File: src/sv/tli_pkg.sv
// ----------------------------------------------------------------------------
// tli_pkg: shared types and constants of the tensor layout index block
// Field widths, layout and status codes, register indexes and the job word
// that the front end hands to the multiply pipeline.
// ----------------------------------------------------------------------------
package tli_pkg;

	localparam int COORD_W    = 12;
	localparam int SIZE_W     = 13;
	localparam int INDEX_W    = 60;
	localparam int CFG_IDX_W  = 3;
	localparam int CFG_DATA_W = SIZE_W;
	localparam int NUM_DIMS   = 5;
	localparam int NUM_LEVELS = 4;

	localparam int V1_W = COORD_W + SIZE_W;
	localparam int V2_W = V1_W + SIZE_W;
	localparam int V3_W = V2_W + SIZE_W;

	localparam int BLK_16 = 16;
	localparam int BLK_24 = 24;
	localparam int BLK_13 = 13;
	localparam int BLK_4  = 4;
	localparam int BLK_2  = 2;

	localparam int RECIP_W = 16;
	localparam logic [RECIP_W-1:0] RECIP_13 = 16'd5042;
	localparam logic [RECIP_W-1:0] RECIP_24 = 16'd2731;

	localparam logic [CFG_IDX_W-1:0] REG_LAYOUT = 3'd0;
	localparam logic [CFG_IDX_W-1:0] REG_DIM_0  = 3'd1;
	localparam logic [CFG_IDX_W-1:0] REG_DIM_1  = 3'd2;
	localparam logic [CFG_IDX_W-1:0] REG_DIM_2  = 3'd3;
	localparam logic [CFG_IDX_W-1:0] REG_DIM_3  = 3'd4;
	localparam logic [CFG_IDX_W-1:0] REG_DIM_4  = 3'd5;

	typedef enum logic [3:0] {
		LAYOUT_XB       = 4'd0,
		LAYOUT_BX       = 4'd1,
		LAYOUT_OI       = 4'd2,
		LAYOUT_IO       = 4'd3,
		LAYOUT_IO_I13   = 4'd4,
		LAYOUT_IO_I2    = 4'd5,
		LAYOUT_YXFB     = 4'd6,
		LAYOUT_BYXF     = 4'd7,
		LAYOUT_OIYX     = 4'd8,
		LAYOUT_OYXI_O16 = 4'd9,
		LAYOUT_BFYX     = 4'd10,
		LAYOUT_FYXB     = 4'd11,
		LAYOUT_BYXF_B24 = 4'd12,
		LAYOUT_YXOI_O4  = 4'd13
	} layout_t;

	typedef enum logic [1:0] {
		STATUS_OK     = 2'd0,
		STATUS_RANGE  = 2'd1,
		STATUS_LAYOUT = 2'd2
	} status_t;

	// index = a0 + m0*(a1 + m1*(a2 + m2*(a3 + m3*a4)))
	typedef struct packed {
		logic [NUM_LEVELS:0][COORD_W-1:0]  addend;
		logic [NUM_LEVELS-1:0][SIZE_W-1:0] scale;
		status_t                           status;
	} job_t;

endpackage

File: src/sv/tli_if.sv
// ----------------------------------------------------------------------------
// tli_if: channel interfaces of the tensor layout index block
// Coordinate input, index output and configuration write channels, each a
// valid/ready pair with its payload.
// ----------------------------------------------------------------------------
interface tli_in_if import tli_pkg::*; ();
	logic               valid;
	logic               ready;
	logic [COORD_W-1:0] coord_0;
	logic [COORD_W-1:0] coord_1;
	logic [COORD_W-1:0] coord_2;
	logic [COORD_W-1:0] coord_3;
	logic [COORD_W-1:0] coord_4;

	modport source (output valid, coord_0, coord_1, coord_2, coord_3, coord_4, input ready);
	modport sink (input valid, coord_0, coord_1, coord_2, coord_3, coord_4, output ready);
	modport monitor (input valid, ready, coord_0, coord_1, coord_2, coord_3, coord_4);
endinterface

interface tli_out_if import tli_pkg::*; ();
	logic               valid;
	logic               ready;
	logic [INDEX_W-1:0] element_index;
	status_t            status;

	modport source (output valid, element_index, status, input ready);
	modport sink (input valid, element_index, status, output ready);
	modport monitor (input valid, ready, element_index, status);
endinterface

interface tli_cfg_if import tli_pkg::*; ();
	logic                  valid;
	logic                  ready;
	logic [CFG_IDX_W-1:0]  index;
	logic [CFG_DATA_W-1:0] data;

	modport source (output valid, index, data, input ready);
	modport sink (input valid, index, data, output ready);
	modport monitor (input valid, ready, index, data);
endinterface

File: src/sv/tli_front.sv
// ----------------------------------------------------------------------------
// tli_front: configuration registers and item classification
// Checks each coordinate beat against the sizes and the layout code, and maps
// the layout onto the addends and scales of a four-level multiply chain.
// ----------------------------------------------------------------------------
module tli_front import tli_pkg::*; #(
	parameter int DIM_MAX = 4096
) (
	input  logic       clk,
	input  logic       arst_n,
	tli_cfg_if.sink    cfg,
	tli_in_if.sink     coord_in,
	output job_t       job,
	output logic       job_valid,
	input  logic       job_ready
);

	layout_t                          layout_q;
	logic [NUM_DIMS-1:0][SIZE_W-1:0]  size_q;
	logic [SIZE_W-1:0]                size_wr;
	logic [NUM_DIMS-1:0][COORD_W-1:0] p;
	logic [NUM_DIMS-1:0]              over;
	logic                             range_err;

	logic [COORD_W+RECIP_W-1:0] prod13;
	logic [COORD_W+RECIP_W-1:0] prod24;
	logic [COORD_W-1:0]         q13;
	logic [COORD_W-1:0]         q24;
	logic [COORD_W-1:0]         r13;
	logic [COORD_W-1:0]         r24;

	assign cfg.ready = 1'b1;

	always_comb begin
		if (32'(cfg.data) > DIM_MAX) begin
			size_wr = SIZE_W'(DIM_MAX);
		end else begin
			size_wr = cfg.data;
		end
	end

	always_ff @(posedge clk or negedge arst_n) begin
		if (!arst_n) begin
			layout_q <= LAYOUT_XB;
			for (int i = 0; i < NUM_DIMS; i++) begin
				size_q[i] <= SIZE_W'(1);
			end
		end else if (cfg.valid) begin
			case (cfg.index)
				REG_LAYOUT: layout_q  <= layout_t'(cfg.data[3:0]);
				REG_DIM_0:  size_q[0] <= size_wr;
				REG_DIM_1:  size_q[1] <= size_wr;
				REG_DIM_2:  size_q[2] <= size_wr;
				REG_DIM_3:  size_q[3] <= size_wr;
				REG_DIM_4:  size_q[4] <= size_wr;
				default: begin
				end
			endcase
		end
	end

	assign p[0] = coord_in.coord_0;
	assign p[1] = coord_in.coord_1;
	assign p[2] = coord_in.coord_2;
	assign p[3] = coord_in.coord_3;
	assign p[4] = coord_in.coord_4;

	always_comb begin
		for (int i = 0; i < NUM_DIMS; i++) begin
			over[i] = ({1'b0, p[i]} >= size_q[i]);
		end
	end
	assign range_err = |over;

	assign prod13 = p[1] * RECIP_13;
	assign prod24 = p[0] * RECIP_24;
	assign q13    = prod13[COORD_W+RECIP_W-1:RECIP_W];
	assign q24    = prod24[COORD_W+RECIP_W-1:RECIP_W];
	assign r13    = p[1] - COORD_W'(q13 * COORD_W'(BLK_13));
	assign r24    = p[0] - COORD_W'(q24 * COORD_W'(BLK_24));

	always_comb begin
		job = '0;
		case (layout_q)
			LAYOUT_XB: begin
				job.addend[0] = p[0]; job.scale[0] = size_q[0];
				job.addend[1] = p[2];
			end
			LAYOUT_BX: begin
				job.addend[0] = p[2]; job.scale[0] = size_q[2];
				job.addend[1] = p[0];
			end
			LAYOUT_OI: begin
				job.addend[0] = p[2]; job.scale[0] = size_q[2];
				job.addend[1] = p[1];
			end
			LAYOUT_IO: begin
				job.addend[0] = p[1]; job.scale[0] = size_q[1];
				job.addend[1] = p[2];
			end
			LAYOUT_IO_I13: begin
				job.addend[0] = r13;  job.scale[0] = SIZE_W'(BLK_13);
				job.addend[1] = p[2]; job.scale[1] = size_q[2];
				job.addend[2] = q13;
			end
			LAYOUT_IO_I2: begin
				job.addend[0] = COORD_W'(p[1][0]); job.scale[0] = SIZE_W'(BLK_2);
				job.addend[1] = p[2];              job.scale[1] = size_q[2];
				job.addend[2] = p[1] >> 1;
			end
			LAYOUT_YXFB: begin
				job.addend[0] = p[0]; job.scale[0] = size_q[0];
				job.addend[1] = p[1]; job.scale[1] = size_q[1];
				job.addend[2] = p[2]; job.scale[2] = size_q[2];
				job.addend[3] = p[3];
			end
			LAYOUT_BYXF: begin
				job.addend[0] = p[1]; job.scale[0] = size_q[1];
				job.addend[1] = p[2]; job.scale[1] = size_q[2];
				job.addend[2] = p[3]; job.scale[2] = size_q[3];
				job.addend[3] = p[0];
			end
			LAYOUT_OIYX: begin
				job.addend[0] = p[3]; job.scale[0] = size_q[3];
				job.addend[1] = p[4]; job.scale[1] = size_q[4];
				job.addend[2] = p[2]; job.scale[2] = size_q[2];
				job.addend[3] = p[1];
			end
			LAYOUT_OYXI_O16: begin
				job.addend[0] = COORD_W'(p[1][3:0]); job.scale[0] = SIZE_W'(BLK_16);
				job.addend[1] = p[2];                job.scale[1] = size_q[2];
				job.addend[2] = p[3];                job.scale[2] = size_q[3];
				job.addend[3] = p[4];                job.scale[3] = size_q[4];
				job.addend[4] = p[1] >> 4;
			end
			LAYOUT_BFYX: begin
				job.addend[0] = p[2]; job.scale[0] = size_q[2];
				job.addend[1] = p[3]; job.scale[1] = size_q[3];
				job.addend[2] = p[1]; job.scale[2] = size_q[1];
				job.addend[3] = p[0];
			end
			LAYOUT_FYXB: begin
				job.addend[0] = p[0]; job.scale[0] = size_q[0];
				job.addend[1] = p[2]; job.scale[1] = size_q[2];
				job.addend[2] = p[3]; job.scale[2] = size_q[3];
				job.addend[3] = p[1];
			end
			LAYOUT_BYXF_B24: begin
				job.addend[0] = r24;  job.scale[0] = SIZE_W'(BLK_24);
				job.addend[1] = p[1]; job.scale[1] = size_q[1];
				job.addend[2] = p[2]; job.scale[2] = size_q[2];
				job.addend[3] = p[3]; job.scale[3] = size_q[3];
				job.addend[4] = q24;
			end
			LAYOUT_YXOI_O4: begin
				job.addend[0] = COORD_W'(p[1][1:0]); job.scale[0] = SIZE_W'(BLK_4);
				job.addend[1] = p[2];                job.scale[1] = size_q[2];
				job.addend[2] = p[1] >> 2;           job.scale[2] = size_q[1] >> 2;
				job.addend[3] = p[3];                job.scale[3] = size_q[3];
				job.addend[4] = p[4];
			end
			default: begin
				job.status = STATUS_LAYOUT;
			end
		endcase
		if (job.status == STATUS_OK && range_err) begin
			job        = '0;
			job.status = STATUS_RANGE;
		end
	end

	assign job_valid      = coord_in.valid;
	assign coord_in.ready = job_ready;

endmodule

File: src/sv/tli_queue.sv
// ----------------------------------------------------------------------------
// tli_queue: job queue between the front end and the multiply pipeline
// Small first-in first-out buffer that lets either side stall on its own.
// ----------------------------------------------------------------------------
module tli_queue import tli_pkg::*; #(
	parameter int DEPTH = 2
) (
	input  logic clk,
	input  logic arst_n,
	input  job_t wr_job,
	input  logic wr_valid,
	output logic wr_ready,
	output job_t rd_job,
	output logic rd_valid,
	input  logic rd_ready
);

	localparam int PTR_W = (DEPTH > 1) ? $clog2(DEPTH) : 1;
	localparam int CNT_W = $clog2(DEPTH + 1);

	job_t              entry_q [DEPTH];
	logic [PTR_W-1:0]  wr_ptr_q;
	logic [PTR_W-1:0]  rd_ptr_q;
	logic [CNT_W-1:0]  count_q;
	logic              push;
	logic              pop;

	assign wr_ready = (count_q != CNT_W'(DEPTH));
	assign rd_valid = (count_q != '0);
	assign push     = wr_valid && wr_ready;
	assign pop      = rd_valid && rd_ready;
	assign rd_job   = entry_q[rd_ptr_q];

	always_ff @(posedge clk) begin
		if (push) begin
			entry_q[wr_ptr_q] <= wr_job;
		end
	end

	always_ff @(posedge clk or negedge arst_n) begin
		if (!arst_n) begin
			wr_ptr_q <= '0;
			rd_ptr_q <= '0;
			count_q  <= '0;
		end else begin
			if (push) begin
				wr_ptr_q <= (wr_ptr_q == PTR_W'(DEPTH - 1)) ? '0 : wr_ptr_q + 1'b1;
			end
			if (pop) begin
				rd_ptr_q <= (rd_ptr_q == PTR_W'(DEPTH - 1)) ? '0 : rd_ptr_q + 1'b1;
			end
			case ({push, pop})
				2'b10:   count_q <= count_q + 1'b1;
				2'b01:   count_q <= count_q - 1'b1;
				default: count_q <= count_q;
			endcase
		end
	end

endmodule

File: src/sv/tli_back.sv
// ----------------------------------------------------------------------------
// tli_back: multiply-accumulate pipeline of the tensor layout index block
// Evaluates the nested index formula one level per stage, innermost first;
// the last stage is the output register.
// ----------------------------------------------------------------------------
module tli_back import tli_pkg::*; (
	input  logic      clk,
	input  logic      arst_n,
	input  job_t      job,
	input  logic      job_valid,
	output logic      job_ready,
	tli_out_if.source index_out
);

	logic                 vld_s1, vld_s2, vld_s3, vld_s4;
	logic                 rdy_s1, rdy_s2, rdy_s3, rdy_s4;

	logic [V1_W-1:0]      v_s1;
	logic [2:0][COORD_W-1:0] add_s1;
	logic [2:0][SIZE_W-1:0]  scl_s1;
	status_t              st_s1;

	logic [V2_W-1:0]      v_s2;
	logic [1:0][COORD_W-1:0] add_s2;
	logic [1:0][SIZE_W-1:0]  scl_s2;
	status_t              st_s2;

	logic [V3_W-1:0]      v_s3;
	logic [COORD_W-1:0]   add_s3;
	logic [SIZE_W-1:0]    scl_s3;
	status_t              st_s3;

	logic [INDEX_W-1:0]   idx_s4;
	status_t              st_s4;

	logic [V1_W-1:0]        prod1;
	logic [V2_W-1:0]        prod2;
	logic [V3_W-1:0]        prod3;
	logic [SIZE_W+V3_W-1:0] prod4;

	assign rdy_s4    = !vld_s4 || index_out.ready;
	assign rdy_s3    = !vld_s3 || rdy_s4;
	assign rdy_s2    = !vld_s2 || rdy_s3;
	assign rdy_s1    = !vld_s1 || rdy_s2;
	assign job_ready = rdy_s1;

	assign prod1 = job.scale[3] * job.addend[4];
	assign prod2 = scl_s1[2] * v_s1;
	assign prod3 = scl_s2[1] * v_s2;
	assign prod4 = scl_s3 * v_s3;

	always_ff @(posedge clk or negedge arst_n) begin
		if (!arst_n) begin
			vld_s1 <= 1'b0;
			vld_s2 <= 1'b0;
			vld_s3 <= 1'b0;
			vld_s4 <= 1'b0;
		end else begin
			if (rdy_s1) vld_s1 <= job_valid;
			if (rdy_s2) vld_s2 <= vld_s1;
			if (rdy_s3) vld_s3 <= vld_s2;
			if (rdy_s4) vld_s4 <= vld_s3;
		end
	end

	always_ff @(posedge clk) begin
		if (rdy_s1 && job_valid) begin
			v_s1   <= prod1 + V1_W'(job.addend[3]);
			add_s1 <= job.addend[2:0];
			scl_s1 <= job.scale[2:0];
			st_s1  <= job.status;
		end
		if (rdy_s2 && vld_s1) begin
			v_s2   <= prod2 + V2_W'(add_s1[2]);
			add_s2 <= add_s1[1:0];
			scl_s2 <= scl_s1[1:0];
			st_s2  <= st_s1;
		end
		if (rdy_s3 && vld_s2) begin
			v_s3   <= prod3 + V3_W'(add_s2[1]);
			add_s3 <= add_s2[0];
			scl_s3 <= scl_s2[0];
			st_s3  <= st_s2;
		end
		if (rdy_s4 && vld_s3) begin
			idx_s4 <= INDEX_W'(prod4) + INDEX_W'(add_s3);
			st_s4  <= st_s3;
		end
	end

	assign index_out.valid         = vld_s4;
	assign index_out.element_index = idx_s4;
	assign index_out.status        = st_s4;

endmodule

File: src/sv/tensor_layout_index.sv
// ----------------------------------------------------------------------------
// tensor_layout_index: linear element index for fourteen tensor layouts
// Top level: front end, job queue and multiply pipeline.
// ----------------------------------------------------------------------------
// Usage:
//   cfg       write channel; index 0 sets the layout code, 1 to 5 the sizes of
//             coordinates 0 to 4 (saturated to DIM_MAX). Always ready; write
//             only while no beat is in flight.
//   coord_in  one beat per position, coord_0 to coord_4.
//   index_out one beat per position: element_index and status (ok, position
//             out of range, unsupported layout; index 0 on any error).
// Path: an accepted coordinate beat is registered in the job queue, then
//   once per level of the nested multiply-add chain in the back pipeline,
//   whose last stage holds its result beat.
// Throughput: one beat per cycle unless stalled; one multiplier per stage.
// Stall: a stalled receiver holds the output beat; the pipeline and the
//   QUEUE_DEPTH entry queue keep filling until full, then coord_in.ready drops.
// Reset: layout 0, all sizes 1, pipeline and queue empty.
// ----------------------------------------------------------------------------
module tensor_layout_index import tli_pkg::*; #(
	parameter int DIM_MAX     = 4096,
	parameter int QUEUE_DEPTH = 2
) (
	input  logic    clk,
	input  logic    arst_n,
	tli_cfg_if.sink cfg,
	tli_in_if.sink  coord_in,
	tli_out_if.source index_out
);

	job_t front_job;
	logic front_valid;
	logic front_ready;
	job_t back_job;
	logic back_valid;
	logic back_ready;

	tli_front #(
		.DIM_MAX (DIM_MAX)
	) u_front (
		.clk       (clk),
		.arst_n    (arst_n),
		.cfg       (cfg),
		.coord_in  (coord_in),
		.job       (front_job),
		.job_valid (front_valid),
		.job_ready (front_ready)
	);

	tli_queue #(
		.DEPTH (QUEUE_DEPTH)
	) u_queue (
		.clk      (clk),
		.arst_n   (arst_n),
		.wr_job   (front_job),
		.wr_valid (front_valid),
		.wr_ready (front_ready),
		.rd_job   (back_job),
		.rd_valid (back_valid),
		.rd_ready (back_ready)
	);

	tli_back u_back (
		.clk       (clk),
		.arst_n    (arst_n),
		.job       (back_job),
		.job_valid (back_valid),
		.job_ready (back_ready),
		.index_out (index_out)
	);

endmodule

File: src/flat_wrapper.sv
// flat-port wrapper written by rule: the top's interface ports become plain ports
module tensor_layout_index_flat import tli_pkg::*;
#(
	parameter int DIM_MAX     = 4096,
	parameter int QUEUE_DEPTH = 2
)
  (clk, arst_n, cfg_valid, cfg_index, cfg_data, cfg_ready, coord_in_valid, coord_in_coord_0, coord_in_coord_1, coord_in_coord_2, coord_in_coord_3, coord_in_coord_4, coord_in_ready, index_out_valid, index_out_element_index, index_out_status, index_out_ready);
  tli_cfg_if cfg_i ();
  tli_in_if coord_in_i ();
  tli_out_if index_out_i ();
  input  logic clk;
  input  logic arst_n;
  input wire logic [$bits(cfg_i.valid)-1:0] cfg_valid;
  input wire logic [$bits(cfg_i.index)-1:0] cfg_index;
  input wire logic [$bits(cfg_i.data)-1:0] cfg_data;
  output wire logic [$bits(cfg_i.ready)-1:0] cfg_ready;
  input wire logic [$bits(coord_in_i.valid)-1:0] coord_in_valid;
  input wire logic [$bits(coord_in_i.coord_0)-1:0] coord_in_coord_0;
  input wire logic [$bits(coord_in_i.coord_1)-1:0] coord_in_coord_1;
  input wire logic [$bits(coord_in_i.coord_2)-1:0] coord_in_coord_2;
  input wire logic [$bits(coord_in_i.coord_3)-1:0] coord_in_coord_3;
  input wire logic [$bits(coord_in_i.coord_4)-1:0] coord_in_coord_4;
  output wire logic [$bits(coord_in_i.ready)-1:0] coord_in_ready;
  output wire logic [$bits(index_out_i.valid)-1:0] index_out_valid;
  output wire logic [$bits(index_out_i.element_index)-1:0] index_out_element_index;
  output wire logic [$bits(index_out_i.status)-1:0] index_out_status;
  input wire logic [$bits(index_out_i.ready)-1:0] index_out_ready;
  assign cfg_i.valid = cfg_valid;
  assign cfg_i.index = cfg_index;
  assign cfg_i.data = cfg_data;
  assign cfg_ready = cfg_i.ready;
  assign coord_in_i.valid = coord_in_valid;
  assign coord_in_i.coord_0 = coord_in_coord_0;
  assign coord_in_i.coord_1 = coord_in_coord_1;
  assign coord_in_i.coord_2 = coord_in_coord_2;
  assign coord_in_i.coord_3 = coord_in_coord_3;
  assign coord_in_i.coord_4 = coord_in_coord_4;
  assign coord_in_ready = coord_in_i.ready;
  assign index_out_valid = index_out_i.valid;
  assign index_out_element_index = index_out_i.element_index;
  assign index_out_status = index_out_i.status;
  assign index_out_i.ready = index_out_ready;
  tensor_layout_index #(.DIM_MAX(DIM_MAX), .QUEUE_DEPTH(QUEUE_DEPTH)) u_core (.clk(clk), .arst_n(arst_n), .cfg(cfg_i), .coord_in(coord_in_i), .index_out(index_out_i));
endmodule
File: config.mk
export PLATFORM = sky130hd
export DESIGN_NAME = tensor_layout_index_flat
export DESIGN_NICKNAME = d
export VERILOG_FILES = /design/src/sv/tli_pkg.sv /design/src/sv/tli_if.sv /design/src/sv/tli_front.sv /design/src/sv/tli_queue.sv /design/src/sv/tli_back.sv /design/src/sv/tensor_layout_index.sv /design/src/flat_wrapper.sv
export SDC_FILE = /design/constraint.sdc
export NUM_CORES = 2
export LEC_CHECK = 0
export ABC_AREA = 1
export BUFFER_PORTS_ARGS = -buffer_cell sky130_fd_sc_hd__clkbuf_2
export CAP_MARGIN = 30
export CORE_MARGIN = 3
export CORE_UTILIZATION = 30
export DETAILED_ROUTE_END_ITERATION = 8
export PLACE_DENSITY = 0.49
export SLEW_MARGIN = 40
export SYNTH_ARGS = -nofsm -noshare
export SYNTH_HDL_FRONTEND = slang
export SYNTH_HIERARCHICAL = 1
export SYNTH_SLANG_ARGS = --single-unit
File: constraint.sdc
create_clock -name clk -period 5.8 [get_ports clk]
set_input_delay 1.16 -clock clk [delete_from_list [all_inputs] [get_ports clk]]
set_output_delay 1.16 -clock clk [all_outputs]
set_load 0.01 [all_outputs]
==> impl_metrics.csv <==
group,metric,value,unit
synth,yosysMostFrequentCell,"nand2_1",
clocking,h-tree-depth,3,
sta,fin_skew,0.08587,ns
run,cap_violations,0,
synth,synth_edf_count,560,
detailed_routing,ant_nets,0,
placement,place_area,0.1021,mm^2
global_route,antenna_found_initial,13,
detailed_routing,via_per_inst,4.549,
sta,fin_ws,-1.212,ns
sta,max_slew_margin,0.3276,
sta,min_period_over_period,1.209,
worst_setup_path,critical_path_arrival,7.42,ns
worst_setup_path,max_stage_delay,0.52,ns
clocking,clock_tree.root_cell,"clkbuf_16",
synth,yosys.cell_types.count,62,
cells_and_area,multi_input_area,0.06283,mm^2
clocking,clock_path_buffers,3,
floorplan,core-area,0.3003,mm^2
sta,fin_hold_ws,0.4160,ns
synth,yosysTopAreaCell,"fa_1",
synth,syn_area_per_cell,8.194,um^2
floorplan,chipWidth,555.6,um
global_route,grt_util_all_layers,0.1794,
sta,setup_viol,26,
sta,period_needed,7.012,ns
cells_and_area,layout-drive-gt1-share,0.1439,
clocking,clkLatencyLatePin,0.72,ns
detailed_routing,first_iter_violations,4829,
sta,worst_pin_slew,0.9832,ns
synth,synth_top_cell_area_share,0.3144,
global_route,grt_first_pass_wirelength,434400,um
sta,hold_viol_final,0,
cells_and_area,nFillCells,31540,
sta,tns,-22.41,ns
hold_path,min-delay-path-class,"flip-flop to flip-flop",
synth,synthesis.area,0.09061,mm^2
clocking,cts_hold_buf,0,
synth,synthArstFlopShare,0.1209,
synth,synth_cells,11060,
worst_setup_path,start_kind,"input port",
cells_and_area,syn_to_final_growth,18.83,%
global_route,overflow,0,
floorplan,start_util,0.3017,
floorplan,dieHeight,555.6,um
sta,rsz0062_at_grt,"true",
clocking,numCtsBuffers,75,
detailed_routing,firstDrtPassIters,6,
cells_and_area,ff_latch_area,0.01875,mm^2
worst_setup_path,worst-setup-path-type,"input port to flip-flop",
clocking,clock-sinks,637,
placement,dp_hpwl,228600,um
detailed_routing,drc,0,
synth,ys_seq_area_frac,0.2069,
placement,gp_congestion,0.9350,
worst_setup_path,crit_buf_inv,9,
synth,synth_flop_cell,"edfxtp_1",
floorplan,rows,201,
detailed_routing,totalWireLength,278900,um
synth,synthTopCellsByCount,"3528 x nand2_1, 2602 x inv_1, 1423 x fa_1",
worst_setup_path,cp_slowest_cell,"fa_1",
synth,synth-seq-cells,637,
synth,ys_top_cells_by_area,"fa_1 31%, edfxtp_1 19%, nand2_1 15%",
worst_setup_path,cp_data_required_time,6.21,ns
sta,max_clock_freq,142.6,MHz
run_status,outcome,"finished, violations left",
clocking,cts_tree,"yes",
cells_and_area,nNetsFinal,13980,
worst_setup_path,crit_fanout,4,
run_status,violations,"setup timing",
placement,dp_slack,-2.033,ns
floorplan,pin_count,146,
sta,drv_slew,0,
clocking,clkTransAtPathRegs,0.06,ns
cells_and_area,stdcell_area,0.1077,mm^2
worst_setup_path,cp_common_cell,"inv_2",
synth,synthesis.nets,13290,
floorplan,die_area,0.3087,mm^2
detailed_routing,via_count,71760,
global_route,grt_pass1_vias,73760,
detailed_routing,routedWlPerCell,17.68,um
placement,port_buffers,144,
worst_setup_path,cp_top_family,"adder cells",
worst_setup_path,cp-end-kind,"flip-flop",
synth,yosysWarnings,6,
global_route,grt_start_max_net_pins,115,
-- cell families (layout without fill, tap and decap cells) --
group | after synthesis | after routing | share of synthesized area
simple gates | 4417 | 4417 | 0.1932
buf+inv | 3018 | 3770 | 0.1269
fa+ha+maj | 2151 | 2151 | 0.4149
compound gates | 696 | 696 | 0.04452
flops | 637 | 637 | 0.2069
xor+xnor | 138 | 138 | 0.01342
other cells | 1 | 7 | 0.00004139
-- cells in the final DEF, fill, tap and decap left out, drive strengths merged, types with 36 or more instances in the layout --
master	instances
a21oi	311
clkbuf	235
dfrtp	72
nand4	80
nor2	473
nand2	3550
inv	2630
fa	1423
nand3	224
o21ai	176
nor3	36
buf	864
edfxtp	560
ha	728
o22ai	74
a221oi	54
xor2	103
-- final cells by class --
class                           count  share of cell area
Antenna cell                        6           0.0001395
Tap cell                         3958             0.04600
Clock buffer                       92             0.01830
Clock inverter                     46            0.005892
Timing Repair Buffer             1007             0.08029
Sequential cell                   637              0.1742
Multi-Input combinational cell   7403              0.5836
Inverter                         2625             0.09164
-- per-stage QoR --
| stage | utilization | std cells |
|---|---|---|
| final | 0.3586 | 15770 |
| after global routing | 0.3585 | 15770 |
| after CTS | 0.3512 | 15730 |
| after detailed placement | 0.3400 | 15560 |
| after global placement | 0.3398 | 15560 |
| after floorplan | - | 11060 |
-- worst register-to-register path, delay by kind of cell, from the launching register on --
| kind | cells | cell delay (ns) |
|---|---|---|
| fa+ha+maj | 7 | 3.34 |
| simple gates | 12 | 0.88 |
| buf+inv | 12 | 0.84 |
| flops | 1 | 0.42 |
-- flip-flops by register name, indices dropped and copies added, names as in the netlist, 4 cells and up --
name	flops
u_core/u_back/add_s1	36
u_core/u_back/add_s2	24
u_core/u_front/layout_q	4
u_core/u_back/v_s2	38
u_core/u_queue/entry_q	228
u_core/u_back/scl_s3	13
u_core/u_front/size_q	65
u_core/u_back/add_s3	12
u_core/u_back/v_s1	25
u_core/u_back/scl_s1	39
u_core/u_back/scl_s2	26
u_core/u_back/v_s3	51
u_core/u_back/index_out.element_index	60
-- final timing paths --
check	start	to	slack, ns	cells after the start
setup / recovery	coord_in_coord_1[5]	u_core/u_queue/entry_q[0][62]	-1.21	35
hold reg to reg	u_core/u_back/scl_s1[2]	u_core/u_back/scl_s2[2]	0.42	0
max in group asynchronous	arst_n	u_core/u_queue/rd_ptr_q	4.26	2
min in group asynchronous	arst_n	u_core/u_front/size_q[33]	0.50	1
hold / removal	u_core/u_back/scl_s1[2]	u_core/u_back/scl_s2[2]	0.42	0
setup reg to reg	u_core/u_back/scl_s3[1]	u_core/u_back/index_out.element_index[38]	0.13	31
-- metal layers --
metal | GRT usage | wire (um) | part of all wire
met1 | 0.2496 | 126700 | 0.45
met2 | 0.2989 | 131000 | 0.47
met3 | 0.02431 | 15330 | 0.055
met4 | 0.03401 | 5815 | 0.021
met5 | 0.0003125 | 51 | 0.00018
-- what timing repair did --
item,CTS,global route
buffers inserted,37,42
gates cloned,0,2
pin swaps,55,126
gates resized for setup,117,441
endpoints found under the setup margin,25,138
Power is not shown: default switching activity piles up to over one toggle a cycle in this logic, so the estimate is an artifact.
